===== config.mk =====
export PLATFORM = sky130hd
export DESIGN_NAME = ralu_front
export DESIGN_NICKNAME = d
export VERILOG_FILES = /design/src/design/ralu_pkg.sv /design/src/design/ralu_front.sv
export SDC_FILE = /design/constraint.sdc
export NUM_CORES = 1
export LEC_CHECK = 0
export BUFFER_PORTS_ARGS = -buffer_cell sky130_fd_sc_hd__buf_2
export CAP_MARGIN = 20
export CORE_MARGIN = 8
export CORE_UTILIZATION = 54
export DETAILED_ROUTE_END_ITERATION = 12
export GPL_TIMING_DRIVEN = 0
export PLACE_DENSITY = 0.81
export SETUP_SLACK_MARGIN = 0.02
export SYNTH_ARGS = -nofsm -noshare
export SYNTH_HDL_FRONTEND = slang
export SYNTH_SLANG_ARGS = --single-unit

===== constraint.sdc =====
create_clock -name vclk -period 5.2
set_input_delay 0.52 -clock vclk [all_inputs]
set_output_delay 0.52 -clock vclk [all_outputs]
set_load 0.02 [all_outputs]

===== src/design/ralu_pkg.sv =====
`default_nettype none
// ---------------------------------------------------------------------------
// ralu_pkg: shared types and constants for the RV32IM ALU
// Operation codes, word width and the word that travels down the divide
// cell row.
// ---------------------------------------------------------------------------
package ralu_pkg;

   localparam int XLEN = 32;
   localparam int SHW  = 5;
   localparam logic [SHW-1:0] SHIFT_MASK = 5'h1F;

   typedef enum logic [3:0] {
      OP_ADD  = 4'd0,
      OP_SUB  = 4'd1,
      OP_AND  = 4'd2,
      OP_OR   = 4'd3,
      OP_XOR  = 4'd4,
      OP_SLL  = 4'd5,
      OP_SRL  = 4'd6,
      OP_SRA  = 4'd7,
      OP_SLT  = 4'd8,
      OP_SLTU = 4'd9,
      OP_MUL  = 4'd10,
      OP_DIV  = 4'd11,
      OP_REM  = 4'd12,
      OP_NOP  = 4'd13
   } op_type;

   // One word in flight along the cell row.
   typedef struct packed {
      logic             valid;
      logic             is_div;    // div or rem with nonzero divisor: take the cell-row result
      logic             want_rem;
      logic             neg_res;   // negate the final magnitude
      logic             by_zero;
      logic [XLEN-1:0]  early;     // result of front-end ops / zero case
      logic [XLEN-1:0]  rem;       // partial remainder
      logic [XLEN-1:0]  quo;       // dividend bits shifting out, quotient in
      logic [XLEN-1:0]  dvs;       // divisor magnitude
   } stage_type;

endpackage
`default_nettype wire


===== src/design/ralu_front.sv =====
`default_nettype none
// ---------------------------------------------------------------------------
// ralu_front: combinational operations and divide setup
// Computes every op but mul/div/rem, and loads magnitudes for the cell row.
// Multiply is not formed here; its product is taken at the tail of the row.
// ---------------------------------------------------------------------------
module ralu_front (
   input  wire logic                         valid,
   input  wire logic [3:0]                   operation,
   input  wire logic [ralu_pkg::XLEN-1:0]    operand_a,
   input  wire logic [ralu_pkg::XLEN-1:0]    operand_b,
   output ralu_pkg::stage_type               stage_out
);
   import ralu_pkg::*;

   logic [SHW-1:0]  sh;
   logic [XLEN-1:0] res;
   logic [XLEN-1:0] mag_a;
   logic [XLEN-1:0] mag_b;
   logic            na;
   logic            nb;
   logic            is_dr;

   always_comb begin
      sh    = operand_b[SHW-1:0] & SHIFT_MASK;
      na    = operand_a[XLEN-1];
      nb    = operand_b[XLEN-1];
      mag_a = na ? (~operand_a + 1'b1) : operand_a;
      mag_b = nb ? (~operand_b + 1'b1) : operand_b;
      is_dr = 1'b0;
      case (operation)
         OP_ADD:  res = operand_a + operand_b;
         OP_SUB:  res = operand_a - operand_b;
         OP_AND:  res = operand_a & operand_b;
         OP_OR:   res = operand_a | operand_b;
         OP_XOR:  res = operand_a ^ operand_b;
         OP_SLL:  res = operand_a << sh;
         OP_SRL:  res = operand_a >> sh;
         OP_SRA:  res = XLEN'($signed(operand_a) >>> sh);
         OP_SLT:  res = {{(XLEN-1){1'b0}}, $signed(operand_a) < $signed(operand_b)};
         OP_SLTU: res = {{(XLEN-1){1'b0}}, operand_a < operand_b};
         OP_DIV: begin
            res   = '1;
            is_dr = 1'b1;
         end
         OP_REM: begin
            res   = operand_a;
            is_dr = 1'b1;
         end
         default: res = '0;
      endcase
      stage_out.valid    = valid;
      stage_out.is_div   = is_dr && (operand_b != '0);
      stage_out.want_rem = (operation == OP_REM);
      stage_out.neg_res  = (operation == OP_REM) ? na : (na ^ nb);
      stage_out.by_zero  = (operand_b == '0);
      stage_out.early    = res;
      stage_out.rem      = '0;
      stage_out.quo      = mag_a;
      stage_out.dvs      = mag_b;
   end

endmodule
`default_nettype wire


### Word-level counts from Yosys, hierarchy flattened

Cells that the tools add are included.

| operators by class | value |
|---|---|
| shift-type cells | 3 |
| equal/unequal tests | 11 |
| muxes and demuxes | 5 |
| bitwise logic cells | 6 |
| reduce and logical (&&, ||, !) cells | 5 |
| $add $sub $neg | 4 |
| magnitude comparators | 2 |

Operator list:

| kind | count |
|---|---|
| $pmux 32 s12 | 1 |
| $add 32x1->32 const B | 2 |
| $lt 32x32->1 | 2 |
| $mux 32 | 2 |
| $not 32->32 | 2 |
| $add 32x32->32 | 1 |
| $and 32x32->32 | 1 |
| $logic_not 32->1 | 1 |
| $or 32x32->32 | 1 |
| $reduce_bool 32->1 | 1 |
| $shl 32x5->32 | 1 |
| $shr 32x5->32 | 1 |
| $sshr 32x5->32 | 1 |
| $sub 32x32->32 | 1 |
| $xor 32x32->32 | 1 |
| $eq 4x3->1 const B | 4 |
| $eq 4x4->1 const B | 4 |
| $eq 4x2->1 const B | 2 |
| $eq 4x1->1 const B | 1 |
| $logic_not 4->1 | 1 |
| $mux 1 | 2 |
| $reduce_or 2->1 | 1 |
| $logic_and 1x1->1 | 1 |
| $xor 1x1->1 | 1 |

| storage, ports and cells | value |
|---|---|
| flip-flop bits (word level) | 0 |
| logic and storage cells | 36 |

### Longest topological paths before layout

Gate-level depths: netlist of the first run.

| depth | value |
|---|---|
| depth in word-level cells | 4 |
| mapped depth | 15 |
| depth with buffers taken out | 13 |

### Worst setup path before layout of the first run

OpenSTA, ideal clock, no wires.

| path | value |
|---|---|
| path type | input to output |
| start | input port operand_b[1] (netlist name) |
| end | output port stage_out[131] (netlist name) |
| path slack | 0.113 ns |
| cell stages on the path | 13 |
| data arrival time | 4.567 ns |
| cell sequence | buf_6 -> inv_1 -> buf_1 -> clkbuf_1 -> clkbuf_1 -> ha_1 -> nand4_1 -> or3_1 -> or2_1 -> or3_1 -> or3_1 -> nor3_1 -> a21oi_1 |

RTL lines:

| what | line | source |
|---|---|---|
| start, declared | ralu_front.sv:11 | `input wire logic [ralu_pkg::XLEN-1:0] operand_b,` |
| end, declared | ralu_front.sv:12 | `output ralu_pkg::stage_type stage_out` |

==> out/results.ini, run 1 <==
[status]
status=finished clean

[global_route]
top_usage_layer=met2
overflow=0
grt_max_degree=16
track_usage_pct=44.02
grt_use_met2_pct=66.26
grt_pass1_vias=13640
met3_usage_pct=16.58
grt_pass1_wl_um=81690
grt_use_met1_pct=52.03
antenna_found_initial=3

[synth]
synth_simple_gate_area_share_pct=20.98
synth_area_per_cell_um2=6.700
yosysSeqAreaShare_pct=0
syn_inst=1545
synthesis.area_um2=10350
synth_top_family_by_area=compound AO/OA/AOI/OAI gates
synth_warnings=0
synthAdderAreaFrac_pct=13.20
synth_top_area_share_pct=12.81
synth.top_cells.by_area=ha_1 13%, a21oi_1 5.9%, o21ai_0 5.5%
synth_top_cell_by_area=ha_1
synthXorXnorAreaFrac_pct=5.331
synth_compound_area_share_pct=36.83
synth.distinct_cells=90
synthMuxAreaShare_pct=12.05

[route]
wl_um=56160
ant_nets=0
drc_errors=0
drtIter0Drc=2119
firstDrtPassIters=7
wl_per_cell_um=28.45
vias=14390
routed_via_density=7.291

[timing]
min_period_over_period_pct=98.15
slew_violations=0
timing.fmax_mhz=195.9
whs_ns=1.262
tightest_slew_ns=1.019
final-hold-violation-count=0
finalCriticalPeriod_ns=5.104
setup_violations=0
slew_headroom_pct=31.21

[floorplan]
io-pin-count=202
dieHeight_um=154.5
rows=50
die_x_um=154.5
core_um2=18770
die-area_um2=23850
start_util_pct=55.15

[worst_setup_path]
critPathTopFamily=compound AO/OA/AOI/OAI gates
slowest_delay_ns=0.45
critPathKind=input port to primary output
crit_end=stage_out[127]
endpoint_kind=primary output
required_ns=4.68
critPathLaunch=operand_b[1]
crit_arrival_ns=4.58
path_buf_inv=6
path_cells=buf_2 -> buf_6 -> clkinvlp_4 -> clkbuf_4 -> clkbuf_4 -> ha_1 -> o21bai_1 -> a21oi_2 -> o211ai_1 -> o22a_1 -> a221oi_4 -> o21ai_1 -> a221oi_1 -> o221ai_1 -> a21o_1 -> buf_2
worst_setup_path_start_kind=input port
critical-path-slowest-cell=a221oi_1
crit_cells=16
cp_max_fo=13

[cells_and_area]
seq_cell_count=0
final_cell_mix=177 x buf_2, 147 x nand2_1, 136 x nor2_1, 119 x a21oi_1, 112 x o21ai_0
regArea_um2=0
fin_nets=1919
clock_buffers=0
area_growth_pct=13.38
post-route-cell-area_um2=11740
num-fill-cells=1842
drive_above_1_share_pct=18.33
fin_util_pct=62.53
layout_commonest_cell=buf_2
antenna_cells=0

[placed_design]
dp_hpwl_um=44880
globalplace.congestion=1.169
place_area_um2=11610
portBuffers=169

[pwr]
ir_drop_mv=0.07549
power_density_nw_per_um2=126.8
finalPower_uw=1488
leakagePower_uw=0.005145

[job]
cap_violations=0

[worst_hold_path]
hold_class=input port to primary output

worst min-delay path by stage:
stage / start / endpoint / slack [ns] / depth (start not counted)
2_1_floorplan: operand_b[31] / stage_out[128] / 1.14 / 1
3_3_place_gp: valid / stage_out[132] / 1.26 / 2
3_5_place_dp: valid / stage_out[132] / 1.26 / 2
4_1_cts: valid / stage_out[132] / 1.27 / 2
5_1_grt: valid / stage_out[132] / 1.27 / 2
6_report: valid / stage_out[132] / 1.26 / 2
area by class of cell:
cell class | instances | area (um^2) | share of cell area, %
Buffer | 163 | 808.3 | 6.887
Inverter | 96 | 370.4 | 3.156
Timing Repair Buffer | 175 | 885.9 | 7.548
Tap cell | 234 | 292.8 | 2.495
Multi-Input combinational cell | 1306 | 9379 | 79.91
through the flow:
stage | setup TNS (ns) | cells | worst slack, ns
4_1_cts | 0 | 1979 | 0.03398
3_5_place_dp | -30.89 | 1980 | -1.548
6_report | 0 | 1974 | 0.09644
2_1_floorplan | 0 | 1576 | 0.1129
5_1_grt | -0.01901 | 1974 | -0.01901
3_3_place_gp | -30.43 | 1979 | -1.497
synth_stat cells, types with 25 or more instances:
library cell	n
ha_1	106
a21oi_1	121
o21ai_0	113
mux4_2	25
o211ai_1	29
xnor2_1	63
inv_1	91
buf_4	43
nor2_1	136
nor3_1	33
mux2i_1	50
nand2_1	147
a211oi_1	28
clkbuf_1	106
timing repair:
action | in CTS | in global routing
endpoints found under the setup margin | 40 | 12
pin swaps | 0 | 5
hold buffers | 0 | 0
resized for setup | 18 | 16
buffers inserted | 1 | 3
report_power, final:
part | internal, uW | leakage (uW) | switching [uW]
Sequential | 0 | 0 | 0
Combinational | 484 | 0.00515 | 1000
Clock | 0 | 0 | 0
routing by layer:
metal	part of all wire (%)	vias to the layer above
li1	-	6082
met1	35	6556
met2	41	1382
met3	16	364
met4	7.7	8
met5	0.096	-
kinds of logic (layout without fill, tap and decap cells):
kind of cell,after synthesis,after routing
AOI/OAI and AO/OA,557,557
adders and majority gates,108,108
xor gates and xnor gates,63,63
muxes,90,90
buffers and inverters,270,434
other,1,32
and+or+nand+nor,456,456
Power figures use the tool's default switching activity.
==> run 2: changes to the inputs <==
REMOVE_ABC_BUFFERS = 1   (was not set)
==> run 2 against run 1 <==
Critical path depth shrank 2. Cell area down 4.2%. Utilization shrank 2.6 points. First-iteration DRC count shrank 13%. Sequential share of layout area is the same. Global-route usage decreased by 6.9 points. Largest power group unchanged.
==> out/results.ini, run 2 (synthesized netlist as in run 1, its figures left out) <==
[global_route]
overflow=0
grt_max_degree=71
grt_pass1_vias=11920
grt_pass1_wl_um=70940
antenna_found_initial=0
track_usage_pct=37.08

[cells_and_area]
multi_input_area_um2=9404
drive_above_1_share_pct=17.62
antenna_cells=0
fin_nets=1768
final_cells=1823
final_cell_mix=163 x buf_2, 147 x nand2_1, 136 x nor2_1, 120 x a21oi_1, 111 x o21ai_0
post-route-cell-area_um2=11250
regArea_um2=0
area_growth_pct=8.654
num-fill-cells=1856
seq_cell_count=0
clock_buffers=0
layout_commonest_cell=buf_2

[pwr]
p_int_uw=461.2
power_frac_seq_pct=0
p_sw_uw=913.2
power_density_nw_per_um2=122.2
switching_share_pct=66.45
leakagePower_uw=0.004886
combPwrFrac_pct=100.0
clkPwrFrac_pct=0
ir_drop_mv=0.07066

[timing]
slew_headroom_pct=27.51
finalCriticalPeriod_ns=5.130
tightest_slew_ns=1.073
setup_violations=0
min_period_over_period_pct=98.65
slew_violations=0
rsz0062_at_grt=false
final-hold-violation-count=0
timing.fmax_mhz=194.9

[floorplan]
die-area_um2=23850
start_util_pct=55.15
rows=50
core_um2=18770
die_x_um=154.5
dieHeight_um=154.5
io-pin-count=202

[worst_setup_path]
worst_setup_path_start_kind=input port
endpoint_kind=primary output
cp_max_fo=45
critical-path-slowest-cell=or4_1
critPathTopFamily=compound AO/OA/AOI/OAI gates
required_ns=4.68
slowest_delay_ns=0.54
crit_arrival_ns=4.61
path_buf_inv=4
critPathKind=input port to primary output
path_cells=buf_6 -> buf_12 -> clkinv_4 -> ha_2 -> nor2_1 -> o21ai_1 -> a21oi_2 -> o221ai_2 -> a31oi_2 -> a41o_1 -> a21boi_0 -> mux2i_1 -> or4_1 -> buf_2

[route]
wl_um=47320
met2_length_um=19920
firstDrtPassIters=6
drtIter0Drc=1849
vias=12970
ant_nets=0
routed_via_density=7.115
highest_layer=met4
met3_length_um=6626
drc_errors=0
wl_met1_um=18640
wl_per_cell_um=25.96

[placed_design]
dp_hpwl_um=36060
globalplace.congestion=0.9945
place_area_um2=11080
numPlacedInstances=1822
portBuffers=168

[worst_hold_path]
hold_class=input port to primary output

[job]
cap_violations=0

[status]
status=finished clean

-- run 2: path summary, 6_finish.rpt --
| kind | start | endpoint | slack, ns | depth (start not counted) |
|---|---|---|---|---|
| setup / recovery | operand_b[3] | stage_out[124] | 0.07 | 14 |
| hold / removal | valid | stage_out[132] | 1.04 | 0 |
-- run 2: final cells by class --
class	count	share of cell area, %
repair buffers	187	10.42
multi-input cells	1306	83.61
well taps	234	2.603
inverters	96	3.360
-- run 2: what timing repair did --
item                       CTS  global route
hold buffers                 0             0
hold endpoints to repair     0             0
resized for setup           17            15
cloned                       0             1
setup endpoints to repair   26             9
pin swaps                    0             1
buffers inserted             0             0
-- run 2: layer usage --
metal  GRT usage (%)  vias up
li1                -     5780
met1           49.98     6015
met2           56.95     1016
met3           7.579      160
met4           14.00        0
met5               0        -
-- run 2: power by group through the flow --
| stage | registers [uW] | logic [uW] | clock network [uW] |
|---|---|---|---|
| 2_1_floorplan | 0 | 819 | 0 |
| 3_3_place_gp | 0 | 1290 | 0 |
| 3_5_place_dp | 0 | 1310 | 0 |
| 4_1_cts | 0 | 1320 | 0 |
| 5_1_grt | 0 | 1460 | 0 |
| 6_report | 0 | 1370 | 0 |
-- run 2: stage by stage --
stage	setup TNS (ns)	power, uW	setup slack (ns)	hold slack, ns	utilization, %
final	0	1374	0.07035	1.040	59.93
after floorplan	0	818.6	0.2423	1.040	-
after detailed placement	-19.26	1308	-1.384	1.040	59.06
after CTS	0	1321	0.06044	1.040	59.43
after global routing	0	1456	0.04628	1.040	59.93
after global placement	-79.21	1290	-2.841	1.040	57.35
==> run 3: changes to the inputs <==
CORE_UTILIZATION = 45   (was 54)
PLACE_DENSITY = 0.7   (was 0.81)
==> run 3 against run 2 <==
Worst setup slack improved by 0.019 ns. Final cell count increased by 2.9%. Critical path type unchanged. Via count decreased by 0.57%.
==> out/results.ini, run 3 (synthesized netlist as in run 1, its figures left out) <==
[placed_design]
numPlacedInstances=1872
globalplace.congestion=1.008
dp_hpwl_um=36660
portBuffers=168

[cells_and_area]
drive_above_1_share_pct=17.42
final_cell_mix=163 x buf_2, 147 x nand2_1, 136 x nor2_1, 120 x a21oi_1, 113 x o21ai_0
final_cells=1875
clock_buffers=0
fin_nets=1769
multi_input_area_um2=9387
seq_cell_count=0
layout_commonest_cell=buf_2
num-fill-cells=2398
area_growth_pct=9.018
regArea_um2=0
antenna_cells=0

[route]
ant_nets=0
highest_layer=met4
wl_met1_um=19430
vias=12900
drc_errors=0
firstDrtPassIters=6
met2_length_um=20980
wl_per_cell_um=25.57
met3_length_um=5506
routed_via_density=6.878
wl_um=47940
drtIter0Drc=1919

[pwr]
ir_drop_mv=0.06921
leakagePower_uw=0.004890
power_density_nw_per_um2=121.3
finalPower_uw=1369

[timing]
timing.fmax_mhz=195.7
slew_headroom_pct=29.69
fin_setup_tns_ns=0
final-hold-violation-count=0
min_period_over_period_pct=98.29
finalCriticalPeriod_ns=5.111
slew_violations=0
tightest_slew_ns=1.041
setup_violations=0

[job]
cap_violations=0

[floorplan]
dieHeight_um=167.7
rows=55
die_x_um=167.7
start_util_pct=45.72
io-pin-count=202
core_um2=22640
die-area_um2=28110

[worst_setup_path]
endpoint_kind=primary output
worst_setup_path_start_kind=input port
cp_max_fo=30
required_ns=4.68
critPathKind=input port to primary output
crit_arrival_ns=4.59

[global_route]
grt_pass1_wl_um=72480
grt_pass1_vias=12040
track_usage_pct=31.92
grt_max_degree=61
overflow=0
antenna_found_initial=0

[clocking]
cts_hold_buffers=0

[status]
status=finished clean

[worst_hold_path]
hold_class=input port to primary output

-- run 3: cell count changes in the layout (fill, tap and decap cells not counted), sizes merged --
cell,delta
buf,+2
clkbuf,-2
dlymetal6s2s,+1
-- run 3: final timing paths --
kind | from | to | cells past startpoint
setup / recovery | operand_b[3] | stage_out[124] | 13
hold / removal | valid | stage_out[132] | 0
-- run 3: final cells by class --
cell class         instances  area share, %
multi-input cells       1306          83.18
repair buffers           188          10.29
well taps                285          3.160
inverters                 96          3.371
-- run 3: worst max-delay path, stage by stage --
cell,delay (ns)
buf_4,0.33
clkinv_4,0.33
ha_1,0.56
o21ai_0,0.22
o21a_1,0.25
o21bai_1,0.52
a2111oi_4,0.18
o41a_1,0.46
o21ai_1,0.15
a31oi_1,0.13
mux2i_1,0.15
or4_1,0.57
buf_2,0.19
-- run 3: repair_timing --
item                                    4_1_cts  5_1_grt
gates resized for setup                      13       11
endpoints found under the setup margin       28       10
endpoints found under the hold margin         0        0
pin swaps                                     1        2
setup buffers                                 0        2
-- run 3: where the power goes --
group	switching, uW	internal, uW	total (uW)
clock network	0	0	0
registers	0	0	0
logic	910	459	1370
-- run 3: layer usage --
metal / track usage, % / up-vias
met5: 0 / -
met4: 12.54 / 0
met3: 5.714 / 131
met2: 50.27 / 895
met1: 42.47 / 6104
li1: - / 5767
-- run 3: stage by stage --
stage,util (%),setup slack (ns),hold slack [ns],cell area (um^2)
after floorplan,-,0.2423,1.040,9630
after global placement,47.83,-3.007,1.040,10830
after detailed placement,49.22,-0.9810,1.040,11140
after CTS,49.45,0.02736,1.040,11200
after global routing,49.84,-0.002524,1.040,11280
final,49.84,0.08885,1.040,11280
