## config.mk

```make
export PLATFORM = sky130hd
export DESIGN_NAME = ralu_cell
export DESIGN_NICKNAME = d
export VERILOG_FILES = /design/src/design/ralu_pkg.sv /design/src/design/ralu_cell.sv
export SDC_FILE = /design/constraint.sdc
export NUM_CORES = 1
export LEC_CHECK = 0
export BUFFER_PORTS_ARGS = -buffer_cell sky130_fd_sc_hd__clkbuf_2
export CORE_MARGIN = 3
export CORE_UTILIZATION = 49
export DETAILED_ROUTE_END_ITERATION = 6
export HOLD_SLACK_MARGIN = 0.1
export PLACE_DENSITY = 0.89
export SYNTH_ARGS = -nofsm -noshare
export SYNTH_HDL_FRONTEND = slang
export SYNTH_SLANG_ARGS = --single-unit
```

## constraint.sdc

```tcl
create_clock -name clock -period 9.4 [get_ports clock]
set_clock_uncertainty 0.05 [all_clocks]
set_input_delay 0 -clock clock [delete_from_list [all_inputs] [get_ports clock]]
set_output_delay 0 -clock clock [all_outputs]
set_load 0.02 [all_outputs]
```

## src/design/ralu_pkg.sv

```systemverilog
`default_nettype none
// ---------------------------------------------------------------------------
// ralu_pkg: shared types and constants for the RV32IM ALU
// Operation codes, word width and the word that travels down the divide
// cell row.
// ---------------------------------------------------------------------------
package ralu_pkg;

   localparam int XLEN = 32;
   localparam int SHW  = 5;
   localparam logic [SHW-1:0] SHIFT_MASK = 5'h1F;

   typedef enum logic [3:0] {
      OP_ADD  = 4'd0,
      OP_SUB  = 4'd1,
      OP_AND  = 4'd2,
      OP_OR   = 4'd3,
      OP_XOR  = 4'd4,
      OP_SLL  = 4'd5,
      OP_SRL  = 4'd6,
      OP_SRA  = 4'd7,
      OP_SLT  = 4'd8,
      OP_SLTU = 4'd9,
      OP_MUL  = 4'd10,
      OP_DIV  = 4'd11,
      OP_REM  = 4'd12,
      OP_NOP  = 4'd13
   } op_type;

   // One word in flight along the cell row.
   typedef struct packed {
      logic             valid;
      logic             is_div;    // div or rem with nonzero divisor: take the cell-row result
      logic             want_rem;
      logic             neg_res;   // negate the final magnitude
      logic             by_zero;
      logic [XLEN-1:0]  early;     // result of front-end ops / zero case
      logic [XLEN-1:0]  rem;       // partial remainder
      logic [XLEN-1:0]  quo;       // dividend bits shifting out, quotient in
      logic [XLEN-1:0]  dvs;       // divisor magnitude
   } stage_type;

endpackage
`default_nettype wire

```

## src/design/ralu_cell.sv

```systemverilog
`default_nettype none
// ---------------------------------------------------------------------------
// ralu_cell: one restoring-divide step
// Retires one quotient bit and hands the word to the next cell.
// ---------------------------------------------------------------------------
module ralu_cell (
   input  wire logic               clock,
   input  wire logic               reset,
   input  wire logic               advance,
   input  wire ralu_pkg::stage_type stage_in,
   output ralu_pkg::stage_type     stage_out
);
   import ralu_pkg::*;

   stage_type       stage_ff;
   stage_type       stage_in_w;
   logic [XLEN:0]   trial;
   logic [XLEN:0]   diff;

   always_comb begin
      trial = {stage_in.rem, stage_in.quo[XLEN-1]};
      diff  = trial - {1'b0, stage_in.dvs};
      stage_in_w = stage_in;
      if (!diff[XLEN]) begin
         stage_in_w.rem = diff[XLEN-1:0];
         stage_in_w.quo = {stage_in.quo[XLEN-2:0], 1'b1};
      end else begin
         stage_in_w.rem = trial[XLEN-1:0];
         stage_in_w.quo = {stage_in.quo[XLEN-2:0], 1'b0};
      end
   end

   always_ff @(posedge clock) begin
      if (reset) begin
         stage_ff.valid <= 1'b0;
      end else if (advance) begin
         stage_ff <= stage_in_w;
      end
   end

   assign stage_out = stage_ff;

endmodule
`default_nettype wire

```

* Yosys cells after proc, flatten, opt, wreduce, memory -nomap -nowiden *
Index checks and enable logic that the tools add are counted.

cells by class
  add/sub/neg operators = 1
  multiplexer cells = 1
  bitwise logic cells = 1
  reductions and logical operators = 1

operator list
  operator                                        count
  64-bit 2-to-1 mux                               1
  33-bit by 32-bit subtractor with 33-bit output  1
  2-bit AND reduction                             1
  1-bit NOT                                       1

word-level totals
  register bits after elaboration = 133
  bits of input ports = 136
  logic and storage cells = 13

* Longest topological paths before layout *
Gate-level depths: netlist of the first run.

  depth in word-level cells = 2
  depth in mapped cells = 12
  mapped depth without buffers = 11

* Worst setup path before layout of the first run *
No wires, ideal clock.

  path type = input to register
  start = input reset
  end = register stage_ff, in the netlist stage_out[0] (enable)
  arrival time = 5.857 ns
  required time = 8.707 ns
  path slack = 2.850 ns
  stages on the path = 1
  cell sequence = nor2b_1

on the way
  cells in the longest elaborated chain, start to end = 2

ends and longest elaborated chain
  item                                  RTL line         text
  from (decl)                           ralu_cell.sv:8   input wire logic reset,
  1-bit NOT (no source line)            n/a
  2-bit AND reduction (no source line)  n/a
  to (signal assigned)                  ralu_cell.sv:37  stage_ff <= stage_in_w;
  to (decl)                             ralu_cell.sv:15  stage_type stage_ff;

No other way between the ends.
A chain may end at the register's enable or synchronous reset.

==> impl_metrics.toml, run 1 <==
[run_status]
status = "complete, no violations"

[route]
highest_layer = "met4"
met1_length_um = 8480
wl_met2_um = 11950
antenna_left = 0
met3_length_um = 2317
drt_iter0_markers = 678
wire_per_inst_um = 22.97
drc = 0
vias_per_cell = 5.631
first_pass_iters = 5
wl_um = 24760
vias = 6070

[setup_path]
endpoint_kind = "flip-flop"
critPathMostFrequentCell = "a21oi_1"
cp_slowest_cell = "dlygate4sd3_1"
startpoint_type = "input port"
critPathBufInv = 3
crit_type = "in -> reg"
arrival_ns = 3.85
startpoint = "stage_in[0]"
worstPathRequired_ns = 9.51
cp.depth = 13
cp_cell_sequence = "dlygate4sd3_1 -> clkbuf_2 -> ha_1 -> fa_1 -> nand2b_1 -> a21oi_1 -> o211ai_1 -> a21oi_1 -> o31a_2 -> mux2i_1 -> nor2_4 -> buf_4 -> mux2_2"
slowest_delay_ns = 0.53
critical_path.top_delay_family = "buffers and inverters"
timing.rr.start = "stage_out[132]"
path_max_fanout = 24
ff2ff_path_depth = 3

[synthesis]
netlist_top_cells_area = "edfxtp_1 61%, ha_1 6.2%, mux2_4 5.8%, a21oi_1 2.9%, inv_1 2.2%"
synth-seq-cells = 133
synth_top_area_cell = "edfxtp_1"
yosysWarnings = 0
synth_cell_types = 50
netlist_instances = 480
async_flop_share_pct = 0
netlist_area_um2 = 6491
synth_top_flop_cell = "edfxtp_1"
avgSynthCellArea_um2 = 13.52
seq_area_frac_synth_pct = 61.37
synth-edff-count = 132
yosys.area.top_type_share_pct = 61.06
syn_nets = 649

[layout]
fillers = 657
area_growth_pct = 54.18
nNetsFinal = 1061
largest_reg_flops = 133
drive_gt1_share_pct = 37.24

[global_routing]
grt_pass1_wl_um = 36020
overflow = 0
grt_pass1_vias = 6071
track_usage_pct = 33.39
antenna_found_initial = 1
grt_max_degree = 80

[sta]
hold_violations = 0
rsz0062_at_grt = "false"
worst_slack_ns = 5.664
period_needed_ns = 3.736
fmax_mhz = 267.7
setup_violations = 0
final.period_utilization_pct = 39.75
worst_slew_pin_slew_ns = 1.018
max-slew-margin-rel_pct = 32.14
slew_viol_final = 0
fin_setup_tns_ns = 0

[clocking]
cts.sinks = 133
cts_buffers = 17
cts.repair.resized = 0
path_clk_slew_ns = 0.06
cts_tree = "done"
insertion_delay_ns = 0.43
clockBufferDepth = 2
cts-htree-levels = 4
cts_root_buffer = "clkbuf_16"

[floorplanning]
fp.coreArea_um2 = 12770
row_count = 41
die_w_um = 121.1
fp.dieH_um = 121.1
die_area_um2 = 14660
io_pins = 269
start_util_pct = 50.82

[min_path]
whs_path_depth = 2
hp-class = "in -> reg"
min_from = "stage_in[35]"

[pwr]
leakage_nw = 4.548
peakVddDrop_v = 0.0001056
internal_power_mw = 1.381
p_per_area_nw_per_um2 = 190.5
combPwrFrac_pct = 22.1
p_seq_share_pct = 38.2
switching_share_pct = 27.55
p_clk_share_pct = 39.7
p_switching_mw = 0.5252

[placed_design]
portBuffers = 268
dp_slack_ns = 5.977
place_congestion = 0.8271
dp_hpwl_um = 13580

[flow_run]
maxCapViolations = 0
==> path summary, 6_finish.rpt <==
path                    end  slack [ns]
max           stage_out[66]        5.66
min           stage_out[36]        0.24
max reg2reg  stage_out[132]        8.15
min reg2reg  stage_out[132]        1.09
==> layout by cell type (no fill, tap or decap), types with 6 or more instances in the layout <==
| cell type | Yosys | layout |
|---|---|---|
| nand2b_1 | 8 | 8 |
| xnor2_1 | 13 | 13 |
| o21ai_0 | 17 | 17 |
| edfxtp_1 | 132 | 132 |
| a21o_1 | 18 | 18 |
| mux2i_1 | 6 | 6 |
| nand3_1 | 10 | 10 |
| nor2_1 | 19 | 19 |
| inv_1 | 38 | 38 |
| clkbuf_2 | 1 | 268 |
| mux2_4 | 25 | 25 |
| xor2_1 | 10 | 10 |
| o211ai_1 | 6 | 6 |
| nand2_1 | 27 | 27 |
| clkbuf_16 | 0 | 17 |
| a21oi_1 | 38 | 38 |
| nand4_1 | 6 | 6 |
| dlygate4sd3_1 | 0 | 133 |
| ha_1 | 32 | 32 |
==> stage by stage <==
| stage | hold WS [ns] | instances | util (%) | power [mW] | area [µm²] |
|---|---|---|---|---|---|
| floorplan | 0.02238 | 480 | - | 0.9748 | 6491 |
| global placement | 0.1269 | 912 | 62.75 | 1.072 | 8015 |
| detailed placement | 0.1287 | 912 | 62.75 | 1.085 | 8015 |
| CTS | 0.2347 | 1077 | 78.33 | 1.867 | 10010 |
| global route | 0.2525 | 1078 | 78.35 | 1.955 | 10010 |
| finish | 0.2413 | 1078 | 78.35 | 1.906 | 10010 |
==> cell type report <==
cell class              count  area (µm²)  share of cell area, %
diodes                      1       2.502                0.02500
clock buffers              21       460.4                  4.601
clock inverters            11       198.9                  1.988
inverters                  38       142.6                  1.425
multi-input cells         298        2310                  23.08
flip-flops and latches    133        3984                  39.81
well taps                 172       215.2                  2.150
repair buffers            404        2695                  26.93
==> cells by family after synthesis <==
| group | Yosys count | share of synthesized area [%] |
|---|---|---|
| AO/OA/AOI/OAI | 107 | 10.54 |
| XOR/XNOR | 23 | 3.103 |
| adder cells (fa/ha/maj) | 33 | 6.476 |
| buffers and inverters | 49 | 3.238 |
| flip-flops | 133 | 61.37 |
| multiplexers | 34 | 7.228 |
| AND/OR/NAND/NOR | 101 | 8.038 |
==> timing repair <==
item / in CTS / in global routing
hold endpoints to repair: 132 / 0
buffers inserted: 0 / 0
hold buffers: 133 / 0
==> power groups by stage <==
stage | clock network (mW) | registers, mW | logic, mW
after floorplan | 0 | 0.798 | 0.177
after global placement | 0 | 0.732 | 0.340
after detailed placement | 0 | 0.735 | 0.349
after CTS | 0.744 | 0.724 | 0.399
after global routing | 0.782 | 0.731 | 0.443
final | 0.757 | 0.728 | 0.421
==> cells in the mapped netlist (2+ instances only) <==
| library cell | n |
|---|---|
| edfxtp_1 | 132 |
| a21oi_1 | 38 |
| inv_1 | 38 |
| ha_1 | 32 |
| nand2_1 | 27 |
| mux2_4 | 25 |
| nor2_1 | 19 |
| a21o_1 | 18 |
| o21ai_0 | 17 |
| xnor2_1 | 13 |
| nand3_1 | 10 |
| xor2_1 | 10 |
| nand2b_1 | 8 |
| mux2i_1 | 6 |
| nand4_1 | 6 |
| nor2b_1 | 6 |
| o211ai_1 | 6 |
| clkbuf_1 | 5 |
| o21a_1 | 5 |
| o21bai_1 | 5 |
| and3_1 | 4 |
| nor3_1 | 4 |
| a211oi_1 | 3 |
| a21bo_2 | 3 |
| and2_1 | 3 |
| and4_1 | 3 |
| buf_6 | 3 |
| mux2_2 | 3 |
| buf_2 | 2 |
| nand3b_1 | 2 |
| nor4_1 | 2 |
| nor4b_1 | 2 |
| o31ai_1 | 2 |
| or3_1 | 2 |
==> per-layer routing <==
metal	up-vias	global-route usage, %
li1	2630	-
met1	2850	37.29
met2	471	55.09
met3	119	8.904
met4	0	23.94
met5	-	0
==> worst register-to-register path: stages (launching register included) <==
cell and delay [ns]:
dfxtp_1 0.33, mux2i_1 0.12, nor2_1 0.07, dlygate4sd3_1 0.57
Note: power is estimated with default switching activity, not from simulation.
==> run 2, diff against run 1 <==
Settings changed: ABC_AREA set to 1, CORE_UTILIZATION 49 to 45, PLACE_DENSITY 0.89 to 0.85.
Clock period 9.4 ns to 3.25 ns, I/O delays scaled along.
==> run 2 against run 1 <==
Against the previous run:
- critical path depth up 3
- die area up 20%
- largest power group is now registers
- core utilization decreased by 8.7 points
- clock-buffer cell count down 3
- synthesized cell count grew 71%
- clock power grew to 2.6 times the previous value
- first-iteration DRC count down 17%
- power increased to 2.8 times the previous value
- worst hold slack gained 0.00080 ns
- global-route usage down 4.4 points
- sequential share of layout area shrank 2.7 points
- cell count is 36% higher
==> impl_metrics.toml, run 2 <==
[sta]
rsz0062_at_grt = "false"
period_needed_ns = 2.483
max-slew-margin-rel_pct = 69.82
fin_setup_tns_ns = 0
setup_violations = 0
slew_viol_final = 0
final.period_utilization_pct = 76.39
fmax_mhz = 402.8
fin_hold_ws_ns = 0.2421
hold_violations = 0
worst_slew_pin_slew_ns = 0.4516

[global_routing]
track_usage_pct = 29.00
grt_util_met1_pct = 34.12
grt_pass1_vias = 7135
use_met3_pct = 6.388
overflow = 0
grt_use_met2_pct = 51.84
grt_max_degree = 50
antenna_found_initial = 1
gr-max-usage-layer = "met2"
grt_pass1_wl_um = 39330

[layout]
fillers = 1174
final_common_cell = "nand2_1"
area_growth_pct = 48.78
final_util_pct = 69.66
layout_common_cells = "329 x nand2_1, 268 x clkbuf_2, 158 x inv_1, 134 x dlygate4sd3_1, 132 x edfxtp_1"
nNetsFinal = 1409
multi_input_area_um2 = 2574
drive_gt1_share_pct = 26.18
regArea_um2 = 3984
largest_reg_flops = 133

[clocking]
cts-htree-levels = 4
insertion_delay_ns = 0.42
cts.sinks = 133
path_clk_slew_ns = 0.07
cts_root_buffer = "clkbuf_16"
cts.repair.resized = 0
postCtsSetupBuffers = 0
clockBufferDepth = 2
cts_buffers = 17
cts_tree = "done"

[run_status]
status = "complete, no violations"

[floorplanning]
start_util_pct = 46.82
die_w_um = 132.7
die_area_um2 = 17610
row_count = 45
fp.dieH_um = 132.7
fp.coreArea_um2 = 15430
io_pins = 269

[synthesis]
netlist_area_um2 = 7223
syn_nets = 990
async_flop_share_pct = 0
synth_common_cells = "329 x nand2_1, 158 x inv_1, 132 x edfxtp_1, 39 x nor2_1, 32 x ha_1"
netlist_top_cells_area = "edfxtp_1 55%, nand2_1 17%, inv_1 8.2%, ha_1 5.5%, nand3_1 2.1%"
yosysWarnings = 0
synth-edff-count = 132
synth_cell_types = 27
synth_top_area_cell = "edfxtp_1"
synth-seq-cells = 133
yosys.area.top_type_share_pct = 54.88
avgSynthCellArea_um2 = 8.798
synth_top_flop_cell = "edfxtp_1"
netlist_instances = 821
synth.most_common_cell = "nand2_1"
seq_area_frac_synth_pct = 55.15

[pwr]
p_total_mw = 5.282
p_per_area_nw_per_um2 = 491.5
peakVddDrop_v = 0.0003562
leakage_nw = 5.543

[route]
antenna_left = 0
wl_um = 25430
drc = 0
vias_per_cell = 4.810
drt_iter0_markers = 564
wire_per_inst_um = 17.36
vias = 7046
first_pass_iters = 5

[min_path]
hp-class = "in -> reg"

[setup_path]
worstPathRequired_ns = 3.37
path_max_fanout = 33
endpoint_kind = "flip-flop"
regToRegSetupSlack_ns = 2.04
arrival_ns = 2.61
startpoint_type = "input port"
crit_type = "in -> reg"

[flow_run]
maxCapViolations = 0

[placed_design]
place_congestion = 0.9094
dp_hpwl_um = 17240
portBuffers = 268
-- run 2: cell count changes in the layout (fill, tap and decap cells not counted), moves of 15 or more --
| cell | delta |
|---|---|
| a21o_1 | -18 |
| inv_1 | +120 |
| mux2_4 | -25 |
| nand2_1 | +302 |
| nand2_2 | +15 |
| nand3_1 | +21 |
| nor2_1 | +19 |
| o21ai_0 | -17 |
-- run 2: per-stage QoR --
step           cell area [µm²]  std cells  setup slack, ns
4_1_cts                  10740       1464           0.8032
3_3_place_gp              8806       1298            1.054
5_1_grt                  10750       1465           0.5653
2_1_floorplan             7231        821           0.7874
3_5_place_dp              8806       1298           0.8943
6_report                 10750       1465           0.7674
-- run 2: routing by layer --
metal,share of wire (%),up-vias
met2,51,337
met4,3.3,0
met3,6.5,56
met1,39,3226
met5,0,-
li1,-,3427
-- run 2: logic make-up (layout without fill, tap and decap cells) --
family	count (synthesis)	after routing	synth area share (%)
AO/OA/AOI/OAI	33	33	2.841
other	0	1	0
adder cells (fa/ha/maj)	33	33	5.820
XOR/XNOR	15	15	1.819
flip-flops	133	133	55.15
buffers and inverters	166	598	9.319
AND/OR/NAND/NOR	441	441	25.05
-- run 2: critical path, cell delays in order --
cell	delay [ns]
dlygate4sd3_1	0.54
clkbuf_2	0.12
ha_1	0.22
fa_1	0.41
inv_1	0.11
nand2_1	0.06
nand2_1	0.07
nand3_1	0.07
nand2_2	0.12
nand2_2	0.06
nand2_2	0.08
nand2_2	0.08
nand3_1	0.12
nand2_4	0.26
nand2_1	0.17
nand2_1	0.07
-- run 2: path summary, 6_finish.rpt --
| check | startpoint | endpoint | depth (start not counted) |
|---|---|---|---|
| max | stage_in[0] | stage_out[72] | 16 |
| min | stage_in[41] | stage_out[42] | 2 |
| max reg2reg | stage_out[132] | stage_out[132] | 3 |
| min reg2reg | stage_out[132] | stage_out[132] | 3 |
-- run 2: where the power goes --
part,switching [mW],internal [mW]
clock,0.829,1.15
sequential,0.0435,2.05
combinational,0.759,0.447
total,1.63,3.65
-- run 2: final cells by class --
type / count / share of cell area [%]
diodes: 1 / 0.02329
repair buffers: 406 / 25.36
well taps: 211 / 2.457
multi-input cells: 522 / 23.95
inverters: 160 / 5.589
clock inverters: 14 / 1.560
flip-flops and latches: 133 / 37.07
clock buffers: 18 / 3.993
-- run 2: what timing repair did --
item / CTS / global route
endpoints found under the hold margin: 142 / 0
setup endpoints to repair: 0 / 0
hold buffers: 134 / 0
==> run 3, diff against run 2 <==
Clock period 3.25 ns to 2 ns, I/O delays scaled along.
==> run 3 against run 2 <==
Against the previous run:
- non-clock buffer count grew 75
- routed wire length rose by 8.1%
- cell count grew 5.2%
- worst hold slack got worse by 0.091 ns
- core utilization is 5.1 points higher
- worst setup slack got worse by 0.67 ns
- critical path depth down 2
- sequential power grew 63%
- first-iteration DRC count down 22%
- critical path type unchanged
- critical endpoint is now stage_out[93]
- highest routed layer unchanged
==> impl_metrics.toml, run 3 (same netlist as run 2, synthesis figures left out) <==
[placed_design]
dp_slack_ns = -0.2224
portBuffers = 268
place_congestion = 0.8840
dp_hpwl_um = 18070

[layout]
drive_gt1_share_pct = 31.43
area_growth_pct = 59.59
regArea_um2 = 3984
multi_input_area_um2 = 2718
antennaDiodeCount = 0
final_common_cell = "nand2_1"
layout_common_cells = "325 x nand2_1, 268 x clkbuf_2, 155 x inv_1, 135 x dlygate4sd3_1, 132 x edfxtp_1"
nNetsFinal = 1486
largest_reg_flops = 133
fillers = 1059

[setup_path]
critPathBufInv = 4
startpoint_type = "input port"
critical_path.top_delay_family = "simple AND/OR/NAND/NOR gates"
worstPathRequired_ns = 2.13
cp_cell_sequence = "dlygate4sd3_1 -> clkbuf_2 -> inv_2 -> ha_4 -> nand2_1 -> nor2_1 -> nand2_1 -> inv_2 -> a21oi_4 -> nand2_4 -> nand2_8 -> nand2_8 -> nand2_1 -> nand2_1"
path_max_fanout = 16
arrival_ns = 2.03
crit_type = "in -> reg"
cp_slowest_cell = "dlygate4sd3_1"
endpoint_kind = "flip-flop"
critPathMostFrequentCell = "nand2_1"
slowest_delay_ns = 0.55

[route]
wl_met2_um = 13940
drt_iter0_markers = 441
wire_per_inst_um = 17.84
met3_length_um = 2034
vias_per_cell = 4.829
met1_length_um = 10240
vias = 7441
wl_um = 27480
highest_layer = "met4"
first_pass_iters = 5
antenna_left = 0
drc = 0

[floorplanning]
die_w_um = 132.7
row_count = 45
start_util_pct = 46.82
fp.coreArea_um2 = 15430
fp.dieH_um = 132.7
io_pins = 269
die_area_um2 = 17610

[sta]
final.period_utilization_pct = 95.26
max-slew-margin-rel_pct = 59.76
rsz0062_at_grt = "false"
worst_slew_pin_slew_ns = 0.6022
fin_hold_ws_ns = 0.1508
fmax_mhz = 524.9
period_needed_ns = 1.905
slew_viol_final = 0
hold_violations = 0
worst_slack_ns = 0.09478
setup_violations = 0

[clocking]
cts.sinks = 133
clockBufferDepth = 2
postCtsSetupBuffers = 0
cts-htree-levels = 4
path_clk_slew_ns = 0.06
insertion_delay_ns = 0.42
cts_root_buffer = "clkbuf_16"
cts_tree = "done"
cts_buffers = 17

[global_routing]
grt_pass1_vias = 7765
grt_max_degree = 33
antenna_found_initial = 0
grt_pass1_wl_um = 41510
track_usage_pct = 30.43
overflow = 0

[pwr]
leakage_nw = 5.950
peakVddDrop_v = 0.0005800
p_per_area_nw_per_um2 = 770.1

[flow_run]
maxCapViolations = 0

[run_status]
status = "complete, no violations"

[min_path]
hp-class = "in -> reg"
==> run 3: area by class of cell <==
cell class                      count  area share, %
Clock buffer                       18          3.723
Clock inverter                     14          1.444
Inverter                          160          5.319
Multi-Input combinational cell    524          23.58
Sequential cell                   133          34.56
Tap cell                          211          2.290
Timing Repair Buffer              481          29.09
==> run 3: final timing paths <==
kind	from	slack [ns]	endpoint	depth (start not counted)
setup / recovery	stage_in[30]	0.09	stage_out[93]	14
setup reg to reg	stage_out[132]	0.74	stage_out[132]	3
hold / removal	stage_in[1]	0.15	stage_out[65]	5
hold reg to reg	stage_out[132]	1.03	stage_out[132]	3
==> run 3: per-layer routing <==
| layer | track usage, % | vias to the layer above |
|---|---|---|
| met4 | 13.34 | 0 |
| met5 | 0 | - |
| met3 | 8.403 | 76 |
| met2 | 54.88 | 342 |
| li1 | - | 3587 |
| met1 | 33.48 | 3436 |
==> run 3: what timing repair did <==
action,CTS,global route
resized for setup,0,21
endpoints found under the setup margin,0,32
endpoints found under the hold margin,138,0
hold buffers,135,0
==> run 3: per-stage QoR <==
step           instance area, µm²  TNS (ns)  instances  utilization [%]  power, mW
5_1_grt                     11530         0       1541            74.72      9.233
2_1_floorplan                7243    -57.13        821                -      4.566
3_5_place_dp                 9437    -5.692       1372            61.17      5.374
3_3_place_gp                 9437    -2.399       1372            61.17      5.319
6_report                    11530         0       1541            74.72      8.877
4_1_cts                     11380         0       1539            73.79      8.753
==> run 3: where the power goes <==
part	total, mW	internal, mW	leakage [nW]	switching [mW]
clock network	3.20	1.88	0.282	1.33
registers	3.40	3.33	1.24	0.0736
logic	2.27	0.936	4.43	1.34
==> run 3: worst register-to-register path: cells and delay by family, from the launching register on <==
| kind | cells | cell delay [ns] |
|---|---|---|
| compound gates | 1 | 0.19 |
| buf+inv | 1 | 0.57 |
| flops | 1 | 0.33 |
| simple gates | 1 | 0.07 |
